[config.mk]
export PLATFORM = sky130hd
export DESIGN_NAME = tft_queue
export DESIGN_NICKNAME = d
export VERILOG_FILES = /design/src/rtl/core/tft_pkg.sv /design/src/rtl/core/tft_queue.sv
export SDC_FILE = /design/constraint.sdc
export NUM_CORES = 1
export LEC_CHECK = 0
export BUFFER_PORTS_ARGS = -buffer_cell sky130_fd_sc_hd__buf_2
export CAP_MARGIN = 30
export CORE_MARGIN = 4
export CORE_UTILIZATION = 28
export CTS_BUF_LIST = sky130_fd_sc_hd__clkbuf_2
export CTS_CLUSTER_SIZE = 10
export DETAILED_ROUTE_END_ITERATION = 16
export GPL_ROUTABILITY_DRIVEN = 0
export PLACE_DENSITY_LB_ADDON = 0.3
export SETUP_SLACK_MARGIN = 0.05
export SLEW_MARGIN = 40
export SYNTH_ARGS = -nofsm -noshare
export SYNTH_HDL_FRONTEND = slang
export SYNTH_SLANG_ARGS = --single-unit
[constraint.sdc]
create_clock -name clock -period 35.4 [get_ports clock]
set_input_delay 7.08 -clock clock [delete_from_list [all_inputs] [get_ports clock]]
set_output_delay 7.08 -clock clock [all_outputs]
set_load 0.02 [all_outputs]
[src/rtl/core/tft_pkg.sv]
// ----------------------------------------------------------------------------
// tft_pkg
// Shared types, constants and arithmetic helpers of the tool tip feedrate core.
// ----------------------------------------------------------------------------
`default_nettype none

package tft_pkg;

   localparam int DataWidth = 32;
   localparam int RateWidth = 17;

   localparam logic [16:0] RateReset = 17'd1000;
   localparam logic [32:0] Deg2Rad   = 33'd74961321;
   localparam logic [32:0] Turn      = 33'd23592960;
   localparam logic [32:0] Quarter   = 33'd5898240;
   localparam logic [31:0] One30     = 32'h4000_0000;

   typedef struct packed {
      logic signed [31:0] x;
      logic signed [31:0] y;
      logic signed [31:0] z;
      logic signed [31:0] a;
      logic signed [32:0] dx;
      logic signed [32:0] dy;
      logic signed [32:0] dz;
      logic signed [32:0] da;
      logic signed [32:0] db;
   } item_type;

   typedef struct packed {
      logic [32:0] a;
      logic [32:0] b;
      logic [5:0]  sh;
      logic        rnd;
   } mul_req_type;

   function automatic logic [32:0] mag33(input logic signed [32:0] v);
      return v[32] ? 33'(-v) : 33'(v);
   endfunction

   function automatic logic signed [31:0] sat_mag(input logic [65:0] m, input logic neg);
      logic [65:0] lim;
      logic [31:0] v;
      lim = 66'(32'h7fff_ffff) + 66'(neg);
      v = (m > lim) ? lim[31:0] : m[31:0];
      return neg ? $signed(32'(-v)) : $signed(v);
   endfunction

   function automatic logic signed [31:0] sat34(input logic signed [33:0] v);
      logic signed [31:0] r;
      if (v > 34'sd2147483647) begin
         r = 32'sh7fff_ffff;
      end else if (v < -34'sd2147483648) begin
         r = 32'sh8000_0000;
      end else begin
         r = v[31:0];
      end
      return r;
   endfunction

   function automatic logic [8:0] den_sin(input logic [3:0] k);
      logic [8:0] d;
      case (k)
         4'd1: d = 9'd6;
         4'd2: d = 9'd20;
         4'd3: d = 9'd42;
         4'd4: d = 9'd72;
         4'd5: d = 9'd110;
         4'd6: d = 9'd156;
         4'd7: d = 9'd210;
         4'd8: d = 9'd272;
         default: d = 9'd342;
      endcase
      return d;
   endfunction

   function automatic logic [8:0] den_cos(input logic [3:0] k);
      logic [8:0] d;
      case (k)
         4'd1: d = 9'd2;
         4'd2: d = 9'd12;
         4'd3: d = 9'd30;
         4'd4: d = 9'd56;
         4'd5: d = 9'd90;
         4'd6: d = 9'd132;
         4'd7: d = 9'd182;
         4'd8: d = 9'd240;
         default: d = 9'd306;
      endcase
      return d;
   endfunction

   // Reciprocals are floor(2^32 / d) for the denominators above.
   function automatic logic [31:0] recip_sin(input logic [3:0] k);
      logic [31:0] r;
      case (k)
         4'd1: r = 32'd715827882;
         4'd2: r = 32'd214748364;
         4'd3: r = 32'd102261126;
         4'd4: r = 32'd59652323;
         4'd5: r = 32'd39045157;
         4'd6: r = 32'd27531841;
         4'd7: r = 32'd20452225;
         4'd8: r = 32'd15790320;
         default: r = 32'd12558383;
      endcase
      return r;
   endfunction

   function automatic logic [31:0] recip_cos(input logic [3:0] k);
      logic [31:0] r;
      case (k)
         4'd1: r = 32'd2147483648;
         4'd2: r = 32'd357913941;
         4'd3: r = 32'd143165576;
         4'd4: r = 32'd76695844;
         4'd5: r = 32'd47721858;
         4'd6: r = 32'd32537631;
         4'd7: r = 32'd23598721;
         4'd8: r = 32'd17895697;
         default: r = 32'd14035840;
      endcase
      return r;
   endfunction

endpackage

`default_nettype wire

[src/rtl/core/tft_queue.sv]
// ----------------------------------------------------------------------------
// tft_queue
// Two-entry queue of differenced samples between the front and back ends.
// ----------------------------------------------------------------------------
`default_nettype none

module tft_queue (
   input  wire logic              clock,
   input  wire logic              reset,
   input  wire logic              in_valid,
   output logic                   in_ready,
   input  wire tft_pkg::item_type in_item,
   output logic                   out_valid,
   input  wire logic              out_pop,
   output tft_pkg::item_type      out_item
);

   tft_pkg::item_type entry_ff [2];
   logic       wr_ptr_ff, rd_ptr_ff;
   logic [1:0] count_ff;
   logic       push, pop;

   assign in_ready  = (count_ff != 2'd2);
   assign out_valid = (count_ff != 2'd0);
   assign out_item  = entry_ff[rd_ptr_ff];
   assign push      = in_valid && in_ready;
   assign pop       = out_pop && out_valid;

   always_ff @(posedge clock) begin
      if (push) begin
         entry_ff[wr_ptr_ff] <= in_item;
      end
   end

   always_ff @(posedge clock) begin
      if (reset) begin
         wr_ptr_ff <= 1'b0;
         rd_ptr_ff <= 1'b0;
         count_ff  <= 2'd0;
      end else begin
         if (push) begin
            wr_ptr_ff <= ~wr_ptr_ff;
         end
         if (pop) begin
            rd_ptr_ff <= ~rd_ptr_ff;
         end
         count_ff <= count_ff + 2'(push) - 2'(pop);
      end
   end

   a_count_range: assert property (@(posedge clock) disable iff (reset)
      count_ff <= 2'd2)
      else $error("queue count out of range");

   a_count_track: assert property (@(posedge clock) disable iff (reset)
      1'b1 |=> count_ff == $past(count_ff) + 2'($past(push)) - 2'($past(pop)))
      else $error("queue count does not follow push and pop");

   a_pointer_gap: assert property (@(posedge clock) disable iff (reset)
      (count_ff != 2'd1) |-> (wr_ptr_ff == rd_ptr_ff))
      else $error("queue pointers disagree with count");

endmodule

`default_nettype wire

==> run summary <==
Synth area leaders: edfxtp_1, mux2_4, mux2_2, buf_6, buf_8
Post-CTS Hold Buffers: 0
Die span in x: 292 µm
Area leader, netlist: edfxtp_1
Total track usage: 12.2%
Clock sinks: 591
Slew headroom: 47.8%
Drt pass-1 iters: 4
Crit path arrival time: 3640 ps
Die H: 292 µm
Ports: 592
Setup crit end kind: primary output
Antenna violations before repair: 17
Root buf cell: clkbuf_2
Final instance area: 28100 µm²
Syn_nets: 1235
Slew Limit Fails: 0
Worst-margin pin slew: 783 ps
DR WL/cell: 19.0 µm
Max incr delay on CP: 720 ps
Period minus WS final: 10720 ps
Layout cells sized above 1: 64.6%
Final WL: 53800 µm
DPL Wire Length: 37200 µm
Gr ovfl total: 0
Pleak: 11.1 nW
Max-capacitance violation count: 0
FF+latch count, synth: 591
Number of gates resized after CTS: 0
Clock slew at reported path FFs: 90 ps
Clk buf depth: 3
Critical-path cell with the highest stage delay: buf_4
PortBufs: 591
Clock buffer count from CTS: 156
Status: finished clean
Total power: 1.97 mW
Hold slack: 527 ps
Placed inst area: 26600 µm²
Total Neg Setup Slack: 0 ps
Syn Area/Cell: 24.1 µm²
Fin crit share: 30.3%
Final hold vios: 0
Core Area: 79400 µm²
Crit path required time: 28320 ps
Worst skew pair latency: 1240 ps
Via density: 4.07
# rows: 103
DR vias: 11500
First-pass GRT wire length: 78600 µm
Post-route ant nets: 0
Post-synthesis sequential area ratio: 78.5%
Layout area overhead: 24.4%
Initial Utilization: 28.4%
Fillers: 7728
CP delay by family, top: buffers and inverters
Post-Syn Area: 22500 µm²
P per Cell Area: 70.0 nW/µm²
CP cell instances: buf_6 > buf_4 > mux2_4 > buf_2
Peak supply drop: 0.0409 mV
Top cell type's share of synthesized area: 78.0%
Hold WC Path Type: flop to flop
Crit path buffers/inverters: 3
Fmax: 93.3 MHz
CTS tree: yes
Element type at the critical path start: flop
DRC viols: 0
DR iter-0 viols: 465
H-tree levels: 4
Setup repair bufs after CTS: 0
Setup violations, final: 0
Vias in the first global route: 12800
WS Path Type: flop to primary output
# nets final: 1965
Synth Instances: 936
Worst-path fanout max: 49
Pin count of the biggest net entering global routing: 85
Ys Warns: 0
RSZ-0062 raised after global routing: no
Clock skew: 118 ps
DIE AREA: 85100 µm²
Post-synthesis cell type count: 19
[logic make-up after synthesis]
logic type / Yosys count / share of synthesized area (%)
simple gates: 11 / 0.239
flops: 591 / 78.5
compound gates: 1 / 0.0333
mux: 294 / 19.2
xor+xnor: 3 / 0.117
buf+inv: 34 / 1.83
fa+ha+maj: 2 / 0.111
[layout by cell type, fill, tap and decap left out, types with 2 or more instances in the layout]
cell type   count
buf_12          3
buf_16          2
buf_2         591
buf_6           8
bufinv_16       2
clkbuf_2      223
clkinv_1       23
clkinv_2        8
clkinv_4        2
clkinvlp_4      3
dfxtp_1         4
diode_2         9
edfxtp_1      586
ha_1            2
inv_6           5
mux2_2         24
mux2_4        270
nor2_1          4
nor2b_1         2
xnor2_1         2
[stage by stage]
step / utilization (%) / instances / worst slack [ps]
finish: 35.3 / 2834 / 24680
global route: 35.3 / 2830 / 24330
CTS: 35.3 / 2825 / 24370
detailed placement: 33.5 / 2558 / 25550
global placement: 33.4 / 2555 / 25210
floorplan: - / 936 / 15150
[synthesized netlist by cell type]
cell,instances
buf_6,19
xnor2_1,2
edfxtp_1,586
ha_1,2
o21a_1,1
nand2_1,1
inv_1,1
dfxtp_1,5
mux2_4,270
mux2_2,24
nor2_1,5
xor2_1,1
or2_2,1
nand2b_1,1
buf_8,11
buf_2,2
buf_12,1
and3_1,1
nor2b_1,2
[registers in the layout, summed over array words and instances, names as in the netlist, named ones only]
register	cells
entry_ff	586
count_ff	2
rd_ptr_ff	1
wr_ptr_ff	1
[final timing paths]
check / startpoint / to / slack, ps / cells past startpoint
max reg2reg: count_ff[0]$_SDFF_PP0_ / entry_ff[0][38]$_DFFE_PP_ / 32260 / 5
max: flop / out_item[120] / 24680 / 4
min reg2reg: rd_ptr_ff$_SDFFE_PP0P_ / rd_ptr_ff$_SDFFE_PP0P_ / 530 / 2
min: rd_ptr_ff$_SDFFE_PP0P_ / rd_ptr_ff$_SDFFE_PP0P_ / 530 / 2
[power by group]
group,internal [mW],switching [mW],total [mW]
Combinational,0.254,0.344,0.598
Clock,0.187,0.278,0.465
Sequential,0.878,0.0247,0.902
Total,1.32,0.646,1.97
[area by class of cell]
| cell class | count | area [µm²] | area share, % |
|---|---|---|---|
| diodes | 9 | 22.5 | 0.0803 |
| inverters | 1 | 3.75 | 0.0134 |
| clock inverters | 44 | 282 | 1.00 |
| clock buffers | 223 | 1120 | 3.98 |
| well taps | 1050 | 1310 | 4.68 |
| repair buffers | 605 | 3170 | 11.3 |
| multi-input cells | 311 | 4450 | 15.9 |
| flip-flops and latches | 591 | 17700 | 63.1 |
[worst register-to-register path: stages (launching register included)]
cell	delay, ps
dfxtp_1	390
nand2b_1	180
nand2_1	140
nor2_4	590
buf_6	630
buf_6	690
[metal layers]
metal | up-vias | wire (µm) | GRT usage [%]
li1 | 5301 | - | -
met1 | 5583 | 19800 | 13.0
met2 | 518 | 26900 | 20.6
met3 | 131 | 5470 | 6.03
met4 | 12 | 1610 | 5.48
met5 | - | 80 | 0
Note: power is estimated with default switching activity, not from simulation.
