**src/rtl/core/tft_pkg.sv**
```systemverilog
// ----------------------------------------------------------------------------
// tft_pkg
// Shared types, constants and arithmetic helpers of the tool tip feedrate core.
// ----------------------------------------------------------------------------
`default_nettype none

package tft_pkg;

   localparam int DataWidth = 32;
   localparam int RateWidth = 17;

   localparam logic [16:0] RateReset = 17'd1000;
   localparam logic [32:0] Deg2Rad   = 33'd74961321;
   localparam logic [32:0] Turn      = 33'd23592960;
   localparam logic [32:0] Quarter   = 33'd5898240;
   localparam logic [31:0] One30     = 32'h4000_0000;

   typedef struct packed {
      logic signed [31:0] x;
      logic signed [31:0] y;
      logic signed [31:0] z;
      logic signed [31:0] a;
      logic signed [32:0] dx;
      logic signed [32:0] dy;
      logic signed [32:0] dz;
      logic signed [32:0] da;
      logic signed [32:0] db;
   } item_type;

   typedef struct packed {
      logic [32:0] a;
      logic [32:0] b;
      logic [5:0]  sh;
      logic        rnd;
   } mul_req_type;

   function automatic logic [32:0] mag33(input logic signed [32:0] v);
      return v[32] ? 33'(-v) : 33'(v);
   endfunction

   function automatic logic signed [31:0] sat_mag(input logic [65:0] m, input logic neg);
      logic [65:0] lim;
      logic [31:0] v;
      lim = 66'(32'h7fff_ffff) + 66'(neg);
      v = (m > lim) ? lim[31:0] : m[31:0];
      return neg ? $signed(32'(-v)) : $signed(v);
   endfunction

   function automatic logic signed [31:0] sat34(input logic signed [33:0] v);
      logic signed [31:0] r;
      if (v > 34'sd2147483647) begin
         r = 32'sh7fff_ffff;
      end else if (v < -34'sd2147483648) begin
         r = 32'sh8000_0000;
      end else begin
         r = v[31:0];
      end
      return r;
   endfunction

   function automatic logic [8:0] den_sin(input logic [3:0] k);
      logic [8:0] d;
      case (k)
         4'd1: d = 9'd6;
         4'd2: d = 9'd20;
         4'd3: d = 9'd42;
         4'd4: d = 9'd72;
         4'd5: d = 9'd110;
         4'd6: d = 9'd156;
         4'd7: d = 9'd210;
         4'd8: d = 9'd272;
         default: d = 9'd342;
      endcase
      return d;
   endfunction

   function automatic logic [8:0] den_cos(input logic [3:0] k);
      logic [8:0] d;
      case (k)
         4'd1: d = 9'd2;
         4'd2: d = 9'd12;
         4'd3: d = 9'd30;
         4'd4: d = 9'd56;
         4'd5: d = 9'd90;
         4'd6: d = 9'd132;
         4'd7: d = 9'd182;
         4'd8: d = 9'd240;
         default: d = 9'd306;
      endcase
      return d;
   endfunction

   // Reciprocals are floor(2^32 / d) for the denominators above.
   function automatic logic [31:0] recip_sin(input logic [3:0] k);
      logic [31:0] r;
      case (k)
         4'd1: r = 32'd715827882;
         4'd2: r = 32'd214748364;
         4'd3: r = 32'd102261126;
         4'd4: r = 32'd59652323;
         4'd5: r = 32'd39045157;
         4'd6: r = 32'd27531841;
         4'd7: r = 32'd20452225;
         4'd8: r = 32'd15790320;
         default: r = 32'd12558383;
      endcase
      return r;
   endfunction

   function automatic logic [31:0] recip_cos(input logic [3:0] k);
      logic [31:0] r;
      case (k)
         4'd1: r = 32'd2147483648;
         4'd2: r = 32'd357913941;
         4'd3: r = 32'd143165576;
         4'd4: r = 32'd76695844;
         4'd5: r = 32'd47721858;
         4'd6: r = 32'd32537631;
         4'd7: r = 32'd23598721;
         4'd8: r = 32'd17895697;
         default: r = 32'd14035840;
      endcase
      return r;
   endfunction

endpackage

`default_nettype wire

```
**src/rtl/core/tft_channels.sv**
```systemverilog
// ----------------------------------------------------------------------------
// tft_channels
// Valid/ready channel interfaces for samples, results and the rate register.
// ----------------------------------------------------------------------------
`default_nettype none

interface tft_req_if;
   logic               valid;
   logic               ready;
   logic signed [31:0] pos_x;
   logic signed [31:0] pos_y;
   logic signed [31:0] pos_z;
   logic signed [31:0] tool_offset;
   logic signed [31:0] angle_a;
   logic signed [31:0] angle_b;
   modport source (output valid, pos_x, pos_y, pos_z, tool_offset, angle_a, angle_b,
                   input ready);
   modport sink (input valid, pos_x, pos_y, pos_z, tool_offset, angle_a, angle_b,
                 output ready);
endinterface


`default_nettype wire

```
**src/rtl/core/tft_front.sv**
```systemverilog
// ----------------------------------------------------------------------------
// tft_front
// Takes samples, applies the tool offset and differences against the last one.
// ----------------------------------------------------------------------------
`default_nettype none

module tft_front (
   input  wire logic         clock,
   input  wire logic         reset,
   tft_req_if.sink           req,
   input  wire logic         push_ready,
   output logic              push_valid,
   output tft_pkg::item_type push_item
);

   logic signed [31:0] prev_x_ff, prev_y_ff, prev_z_ff, prev_a_ff, prev_b_ff;
   logic signed [32:0] z_diff;
   logic signed [31:0] z_off;

   assign z_diff = {req.pos_z[31], req.pos_z} - {req.tool_offset[31], req.tool_offset};
   assign z_off  = tft_pkg::sat34({z_diff[32], z_diff});

   assign req.ready  = push_ready;
   assign push_valid = req.valid;

   always_comb begin
      push_item.x  = req.pos_x;
      push_item.y  = req.pos_y;
      push_item.z  = z_off;
      push_item.a  = req.angle_a;
      push_item.dx = {req.pos_x[31], req.pos_x} - {prev_x_ff[31], prev_x_ff};
      push_item.dy = {req.pos_y[31], req.pos_y} - {prev_y_ff[31], prev_y_ff};
      push_item.dz = {z_off[31], z_off} - {prev_z_ff[31], prev_z_ff};
      push_item.da = {req.angle_a[31], req.angle_a} - {prev_a_ff[31], prev_a_ff};
      push_item.db = {req.angle_b[31], req.angle_b} - {prev_b_ff[31], prev_b_ff};
   end

   always_ff @(posedge clock) begin
      if (reset) begin
         prev_x_ff <= '0;
         prev_y_ff <= '0;
         prev_z_ff <= '0;
         prev_a_ff <= '0;
         prev_b_ff <= '0;
      end else if (req.valid && push_ready) begin
         prev_x_ff <= req.pos_x;
         prev_y_ff <= req.pos_y;
         prev_z_ff <= z_off;
         prev_a_ff <= req.angle_a;
         prev_b_ff <= req.angle_b;
      end
   end

endmodule

`default_nettype wire

```
**src/flat_wrapper.sv**
```systemverilog
// flat-port wrapper written by rule: the top's interface ports become plain ports
module tft_front_flat 
  (clock, reset, push_ready, push_valid, push_item, req_valid, req_pos_x, req_pos_y, req_pos_z, req_tool_offset, req_angle_a, req_angle_b, req_ready);
  tft_req_if req_i ();
  input  wire logic clock;
  input  wire logic reset;
  input  wire logic push_ready;
  output logic push_valid;
  output tft_pkg::item_type push_item;
  input wire logic [$bits(req_i.valid)-1:0] req_valid;
  input wire logic [$bits(req_i.pos_x)-1:0] req_pos_x;
  input wire logic [$bits(req_i.pos_y)-1:0] req_pos_y;
  input wire logic [$bits(req_i.pos_z)-1:0] req_pos_z;
  input wire logic [$bits(req_i.tool_offset)-1:0] req_tool_offset;
  input wire logic [$bits(req_i.angle_a)-1:0] req_angle_a;
  input wire logic [$bits(req_i.angle_b)-1:0] req_angle_b;
  output wire logic [$bits(req_i.ready)-1:0] req_ready;
  assign req_i.valid = req_valid;
  assign req_i.pos_x = req_pos_x;
  assign req_i.pos_y = req_pos_y;
  assign req_i.pos_z = req_pos_z;
  assign req_i.tool_offset = req_tool_offset;
  assign req_i.angle_a = req_angle_a;
  assign req_i.angle_b = req_angle_b;
  assign req_ready = req_i.ready;
  tft_front u_core (.clock(clock), .reset(reset), .req(req_i), .push_ready(push_ready), .push_valid(push_valid), .push_item(push_item));
endmodule
```
**config.mk**
```make
export PLATFORM = sky130hd
export DESIGN_NAME = tft_front_flat
export DESIGN_NICKNAME = d
export VERILOG_FILES = /design/src/rtl/core/tft_pkg.sv /design/src/rtl/core/tft_channels.sv /design/src/rtl/core/tft_front.sv /design/src/flat_wrapper.sv
export SDC_FILE = /design/constraint.sdc
export NUM_CORES = 1
export LEC_CHECK = 0
export ABC_AREA = 0
export BUFFER_PORTS_ARGS = -buffer_cell sky130_fd_sc_hd__buf_2
export CORE_AREA = 2 2 192 194
export DETAILED_ROUTE_END_ITERATION = 8
export DIE_AREA = 0 0 194 196
export PLACE_DENSITY = 0.69
export SYNTH_ARGS = -nofsm -noshare
export SYNTH_HDL_FRONTEND = slang
export SYNTH_SLANG_ARGS = --single-unit
```
**constraint.sdc**
```tcl
create_clock -name clock -period 26.6 [get_ports clock]
set_clock_uncertainty 0.2 [all_clocks]
set_input_delay 7.98 -clock clock [delete_from_list [all_inputs] [get_ports clock]]
set_output_delay 7.98 -clock clock [all_outputs]
set_load 0.1 [all_outputs]
```
==> results, run 1 <==
- The first routing iteration left 794 violations.
- The actual slew at the worst max-slew pin is 1.21 ns.
- The complex-gate fraction of the synthesized area is 25.6%.
- The number of cells produced by synthesis is 2249.
- The wire length on met3 is 2.96 mm.
- The area growth from synthesis to layout is 16.6%.
- Yosys printed 0 warnings.
- The core region is 36100 sq um.
- The worst path uses 86.7% of the clock period.
- The max-slew violation total from the final report came to 0.
- The total detailed-routing wirelength is 51.2 mm.
- The detailed-placement wirelength estimate is 41.0 mm.
- The share of post-route cells with drive strength above 1 is 20.9%.
- After clock tree synthesis, the setup repair step added 0 buffers.
- The total die area is 38000 sq um.
- The remaining antenna violation count is 0.
- Among all flip-flop cells after synthesis, the most frequent one is dfxtp_1.
- The category of the worst setup path capture point is a primary output.
- The post-synth design cell area is 16300 sq um.
- In the final design database the tool counted 2995 nets.
- In the final routed layout, each cell accounts on average for 16.6 microns.
- The boundary pin count is 491.
- The routed length on met1 is 22.3 mm.
- The width of the die is 194 microns.
- Setup violations remaining at the end of the flow were counted as 0.
- The peak fanout along the critical path is 31.
- After Yosys synthesis, full adders, half adders and majority gates account for 17.1% of the synthesized area.
- The leakage power is 8.66 nW.
- The count of flip-flops with a built-in enable after synthesis is 0.
- Power spread over the standard cell area amounts to 101 nW/um^2.
- At the end of routability-driven placement, the weighted congestion stood at 0.952.
- The leading cell type in the layout, fill and taps excluded is buf_2.
- The synthesized-area fraction occupied by and/or/nand/nor cells is 17.0%.
- The clock reaches the later pin of the worst-skew pair after 0.43 ns.
- The first global-routing pass estimated 79.9 mm of wire.
- The synthesized netlist contains 65 unique library cells.
- CTS saw 160 sinks.
- The number of gates resized after CTS is 0.
- For this run, the top clock speed supported by timing is 43.4 MHz.
- Sequential elements use 19.6% of the synthesized area.
- Each instance of the synthesized netlist takes up on average 7.25 sq um.
- After the flow finishes, the layout carries non-filler instances totaling 3090.
- The first detailed-routing pass ran for 5 iterations.
- The total clock buffers created by CTS is 17.
- The worst path in the final design needs a cycle of 23.06 ns, including I/O delays and setup.
- The arrival time at the worst endpoint is 14.88 ns.
- The floorplan step set the die height to 196 microns.
- The largest net degree at the start of global routing is 83.
- Across the whole layout, storage elements account for 3200 sq um.
- The max-capacitance violation count is 0.
- Fill cells in the final layout number 3556.
- The number of hold buffers added after CTS was 0.
- The number of hold violations in the final report came to 0.
- Adding up every negative setup slack in the final design gives 0 ns.
- The top cell types in the final layout, fill and taps aside, are 489 x buf_2, 326 x nand2_1, 282 x a21oi_1, 256 x inv_1, 192 x ha_1.
- For the worst setup path, the data required time is 18.42 ns.
- For this run the aggregate overflow at the end of global routing stands at 0.
- The worst-case headroom to the max-slew limit is 19.4%.
- By area, the combinational part of the netlist is dominated by compound AO/OA/AOI/OAI gates.
- The top routing layer in use is met5.
- After synthesis the netlist holds a flip-flop and latch count of 160.
- Setup repair after global routing left no endpoint under its margin.
- The detailed-route via count is 16700.
- The H-tree depth is 4.
- After synthesis, the share of flip-flops with an asynchronous set or reset is 0%.
- In the routed design, unresolved DRC markers number 0.
- After clock tree synthesis, the clock-pin slew on the worst setup and hold paths is 0.06 ns.
- The number of nets produced by synthesis is 2643.
- The nature of the critical path startpoint is an input pin.
- In the routed layout, each cell is associated on average with a via count of 5.39.
- The initial standard-cell utilization of the core is 45.2%.
- The count of buffers from port buffering is 490.
- The portion of synthesized area spent on multiplexers is 0.146%.
- The number of placed instances, taps included, is 3050.
- The TritonCTS clock tree is done.
- The xor and xnor fraction of the mapped netlist area is 8.42%.
- The number of global-route vias before repair is 15600.
- In the final layout, the multi-input gates occupy 11100 sq um.
- The initial antenna violation count is 10.
- VDD sags by at most 0.000172 V.
- The clock tree buffer depth is 2.
- The path type of the worst min-delay path is flip-flop to flip-flop.
- The total global-route track usage is 25.7%.
- The clock tree root driver cell is clkbuf_16.
- The type of the worst setup path is input pin to primary output.
- The flow ran to the end, and the final reports show no timing, DRC or antenna violations.
- The amount of wire on met2 after detailed routing is 24.6 mm.
- The number of placement rows is 70.
flip-flops by register name (all words and copies together) (netlist names):
name / count
u_core.prev_a_ff: 32
u_core.prev_b_ff: 32
u_core.prev_x_ff: 32
u_core.prev_y_ff: 32
u_core.prev_z_ff: 32
path summary, 6_finish.rpt:
kind / from / to / slack [ns] / depth (start not counted)
setup / recovery: req_tool_offset[0] / push_item[97] / 3.54 / 26
hold / removal: u_core.prev_a_ff[11] / u_core.prev_a_ff[11] / 0.25 / 2
setup reg to reg: u_core.prev_z_ff[22] / u_core.prev_z_ff[22] / 25.65 / 1
hold reg to reg: u_core.prev_a_ff[11] / u_core.prev_a_ff[11] / 0.25 / 2
synthesized netlist by cell type, drive strengths merged (8+ instances only):
cell | count | share of area (%)
a221o | 29 | 1.8
ha | 192 | 15
a21boi | 8 | 0.37
buf | 113 | 5.1
o31ai | 9 | 0.41
o21bai | 12 | 0.55
a21oi | 283 | 8.8
xor2 | 53 | 2.9
a21o | 82 | 3.8
dfxtp | 160 | 20
nand4 | 13 | 0.50
nand2b | 26 | 1.0
clkbuf | 50 | 1.2
maj3 | 26 | 1.6
nand3 | 32 | 0.98
a211o | 8 | 0.43
nor2b | 31 | 1.2
o21ai | 90 | 2.8
and2 | 10 | 0.38
a31oi | 17 | 0.65
or3 | 11 | 0.42
nor2 | 116 | 2.7
inv | 256 | 5.9
o211ai | 16 | 0.74
nand2 | 327 | 7.5
nor3 | 24 | 0.77
and3 | 18 | 0.69
o21a | 39 | 1.8
a211oi | 23 | 1.1
xnor2 | 103 | 5.5
metrics by stage:
step	setup slack [ns]	power, mW	hold WS (ns)	util (%)	area, sq um
final	3.54	1.91	0.253	52.7	19000
after global routing	3.01	1.99	0.268	52.7	19000
after CTS	3.54	1.92	0.255	52.6	19000
after detailed placement	3.58	1.65	0.247	51.0	18400
after global placement	3.76	1.65	0.238	51.0	18400
after floorplan	2.39	1.43	0.225	-	16300
power by group:
part	switching [mW]	leakage (nW)	internal (mW)
Sequential	0.00798	1.31	0.255
Clock	0.105	0.281	0.155
Combinational	1.13	7.07	0.266
critical path, stage by stage:
cell,delay (ns)
buf_2,0.10
ha_1,0.22
fa_1,0.46
nor2b_1,0.20
o211ai_1,0.18
a211oi_1,0.41
o2111ai_1,0.23
a211oi_2,0.43
a2bb2oi_1,0.18
o21a_1,0.23
mux2i_4,0.24
buf_4,0.40
nand2_1,0.19
a21oi_1,0.31
ha_1,0.29
nor2b_1,0.15
o211ai_1,0.22
a31oi_1,0.16
o2111ai_1,0.24
a31oi_1,0.18
a31o_2,0.29
o41a_1,0.39
a221o_1,0.39
a21oi_1,0.17
xnor2_1,0.14
buf_2,0.45
area by class of cell:
type	count	share of cell area, %
timing repair buffer	496	13.1
sequential	160	16.8
clock inverter	9	0.697
clock buffer	22	2.49
tap	468	3.08
multi-input combinational	1670	58.6
inverter	256	5.05
antenna	9	0.118
logic make-up (layout without fill, tap and decap cells):
kind of cell             count (synthesis)  after routing
XOR/XNOR                               156            156
flip-flops                             160            160
AND/OR/NAND/NOR                        625            625
other                                    0              9
adder cells (fa/ha/maj)                224            224
AO/OA/AOI/OAI                          663            663
buffers and inverters                  419            783
multiplexers                             2              2
routing by layer:
| metal | GRT usage [%] | up-vias |
|---|---|---|
| met5 | 0 | - |
| met2 | 44.9 | 519 |
| li1 | - | 8331 |
| met1 | 31.8 | 7723 |
| met4 | 8.70 | 4 |
| met3 | 4.68 | 82 |
No activity file was read; power rests on OpenSTA's default activity.
==> run 2, diff against run 1 <==
- CORE_AREA: 2 2 192 194 -> 8 8 182 184
- DIE_AREA: 0 0 194 196 -> 0 0 190 192
- PLACE_DENSITY: 0.69 -> 0.8
==> run 2 against run 1 <==
- total power up 1.9%
- fmax up 0.25%
- utilization up 10 points
- critical path type unchanged
==> results, run 2 (same netlist as run 1, synthesis figures left out) <==
- Leaving out fill and tap cells, the most frequent cell in the layout is buf_2.
- The worst stage delay on the critical path is 0.50 ns.
- Entering global routing, the biggest net connects 92 pins.
- The run finished with clean final reports.
- The number of remaining DRC errors is 0.
- The initial antenna violation count is 5.
- The fraction of the cycle the final worst path needs is 86.5%.
- The H-tree depth is 4.
- The first global-routing pass estimated 85.9 mm of wire.
- The origin of the critical flop-to-flop path is u_core.prev_z_ff[23].
- TritonCTS built the clock tree.
- The core region is 30200 sq um.
- At the end of routability-driven placement, the weighted congestion stood at 0.947.
- For this design, the slowest cell found on the critical path is a211oi_1.
- The die span in y is 192 microns.
- Setup repair after global routing left no endpoint under its margin.
- In the layout the commonest cells are 489 x buf_2, 326 x nand2_1, 282 x a21oi_1, 256 x inv_1, 192 x ha_1.
- The number of global-route vias before repair was 16500.
- Among the stages of the critical path, the cell type that occurs most often is a21oi_1.
- The clock tree buffer depth is 2.
- Global routing used 28.8% of the available tracks across all layers.
- The path class of the tightest hold or removal check is flip-flop to flip-flop.
- STA classifies the critical path startpoint as an input pin.
- The die covers 36500 sq um.
- The worst hold path startpoint is u_core.prev_b_ff[27].
- The count of routing violations after the opening detailed-route iteration is 1116.
- The worst setup path startpoint is req_tool_offset[0].
- STA classifies the critical path endpoint as a primary output.
- Static timing analysis puts the maximum clock frequency at 43.5 MHz.
- The number of buffers inserted by post-CTS setup repair is 0.
- The count of hold buffers inserted by post-cts repair is 0.
- The post-placement cell count is 2978.
- Data arrives at the worst endpoint at 14.82 ns.
- The max-slew violation total from the final report is 0.
- The HPWL after detailed placement is 45.1 mm.
- The number of hold violations in the final report came to 0.
- The count of buffers from port buffering is 490.
- Headroom to the max-slew limit came out at 21.7%.
- The first detailed-routing pass took 5 iterations.
- After the last flow step, the layout net total stands at 2995.
- Across the VDD grid, the largest voltage drop is 0.000201 V.
- The boundary pin count is 491.
- Setup violations remaining at the end of the flow were counted as 0.
- In this run the static leakage power is 8.69 nW.
- The number of placement rows is 64.
- The cell sitting at the root of the clock tree is a clkbuf_16.
- At the worst endpoint, the required time is 18.42 ns.
- Subtracting the final worst setup slack from the clock period gives 23.00 ns.
- The detailed-route via count is 17000.
- The via density per instance is 5.64.
- The remaining antenna violation count is 0.
- After detailed routing, the total wire length is 55.4 mm.
- The max-capacitance violation count is 0.
- For this configuration, the core starts out at a cell density of 54.0%.
- The die is 190 microns wide.
- The clock-pin slew on the worst setup and hold paths is 0.06 ns.
- The ratio of total power to cell area is 103 nW/um^2.
- The clock latency on the worst-skew pair is 0.42 ns.
- The type of the worst setup path is input pin to primary output.
- The CTS sink count is 160.
- The total overflow left after global routing is 0.
- The total negative slack is 0 ns.
- The actual slew at the worst max-slew pin is 1.17 ns.
- The mean routed wirelength per cell is 18.4 microns.
- The peak fanout along the critical path is 37.
- Relative to the synthesized area, the layout overhead comes to 16.3%.
- The share of post-route cells with drive strength above 1 is 20.8%.
- The count of cells in the finished layout, fillers not included, comes to 3015.
- The total clock buffers created by CTS is 17.
- The number of gates resized after CTS is 0.
[run 2: path summary, 6_finish.rpt]
kind,cells after the start,slack [ns],endpoint
worst min register to register,2,0.25,u_core.prev_b_ff[27]
worst max-delay path,28,3.60,push_item[94]
worst min-delay path,2,0.25,u_core.prev_b_ff[27]
worst max register to register,1,25.66,u_core.prev_z_ff[23]
[run 2: through the flow]
step | setup WS, ns | power (mW) | util (%) | hold WS (ns) | area [sq um]
2_1_floorplan | 2.39 | 1.43 | - | 0.225 | 16300
3_3_place_gp | 3.87 | 1.67 | 60.6 | 0.241 | 18300
3_5_place_dp | 3.72 | 1.67 | 60.6 | 0.246 | 18300
4_1_cts | 3.69 | 1.95 | 62.8 | 0.255 | 18900
5_1_grt | 3.22 | 2.03 | 62.8 | 0.275 | 19000
6_report | 3.60 | 1.95 | 62.8 | 0.253 | 19000
[run 2: metal layers]
metal | track usage [%] | vias up | share of wire (%) | wire [microns]
met1 | 34.2 | 7900 | 41 | 22600
met3 | 5.90 | 102 | 7.6 | 4190
met4 | 10.6 | 0 | 3.1 | 1710
li1 | - | 8352 | - | -
met2 | 50.5 | 640 | 49 | 26900
met5 | 0 | - | 0 | 0
[run 2: final cells by class]
type | count | area (sq um)
fill | 2833 | 11200
multi-input combinational | 1670 | 11100
sequential | 160 | 3200
timing repair buffer | 496 | 2500
inverter | 256 | 961
tap | 396 | 495
clock buffer | 22 | 464
clock inverter | 10 | 183
antenna | 5 | 12.5
[run 2: worst max-delay path, delay by kind of cell]
family | cells | cell delay, ns
muxes | 1 | 0.13
xor gates and xnor gates | 1 | 0.23
AOI/OAI and AO/OA | 16 | 3.90
adders and majority gates | 4 | 1.09
and+or+nand+nor | 2 | 0.39
buffers and inverters | 4 | 1.08
[run 2: power breakdown]
part           total [mW]  internal, mW  leakage, nW  switching [mW]
combinational        1.41         0.266         7.07            1.15
clock               0.276         0.172        0.318           0.105
sequential          0.263         0.255         1.31         0.00807
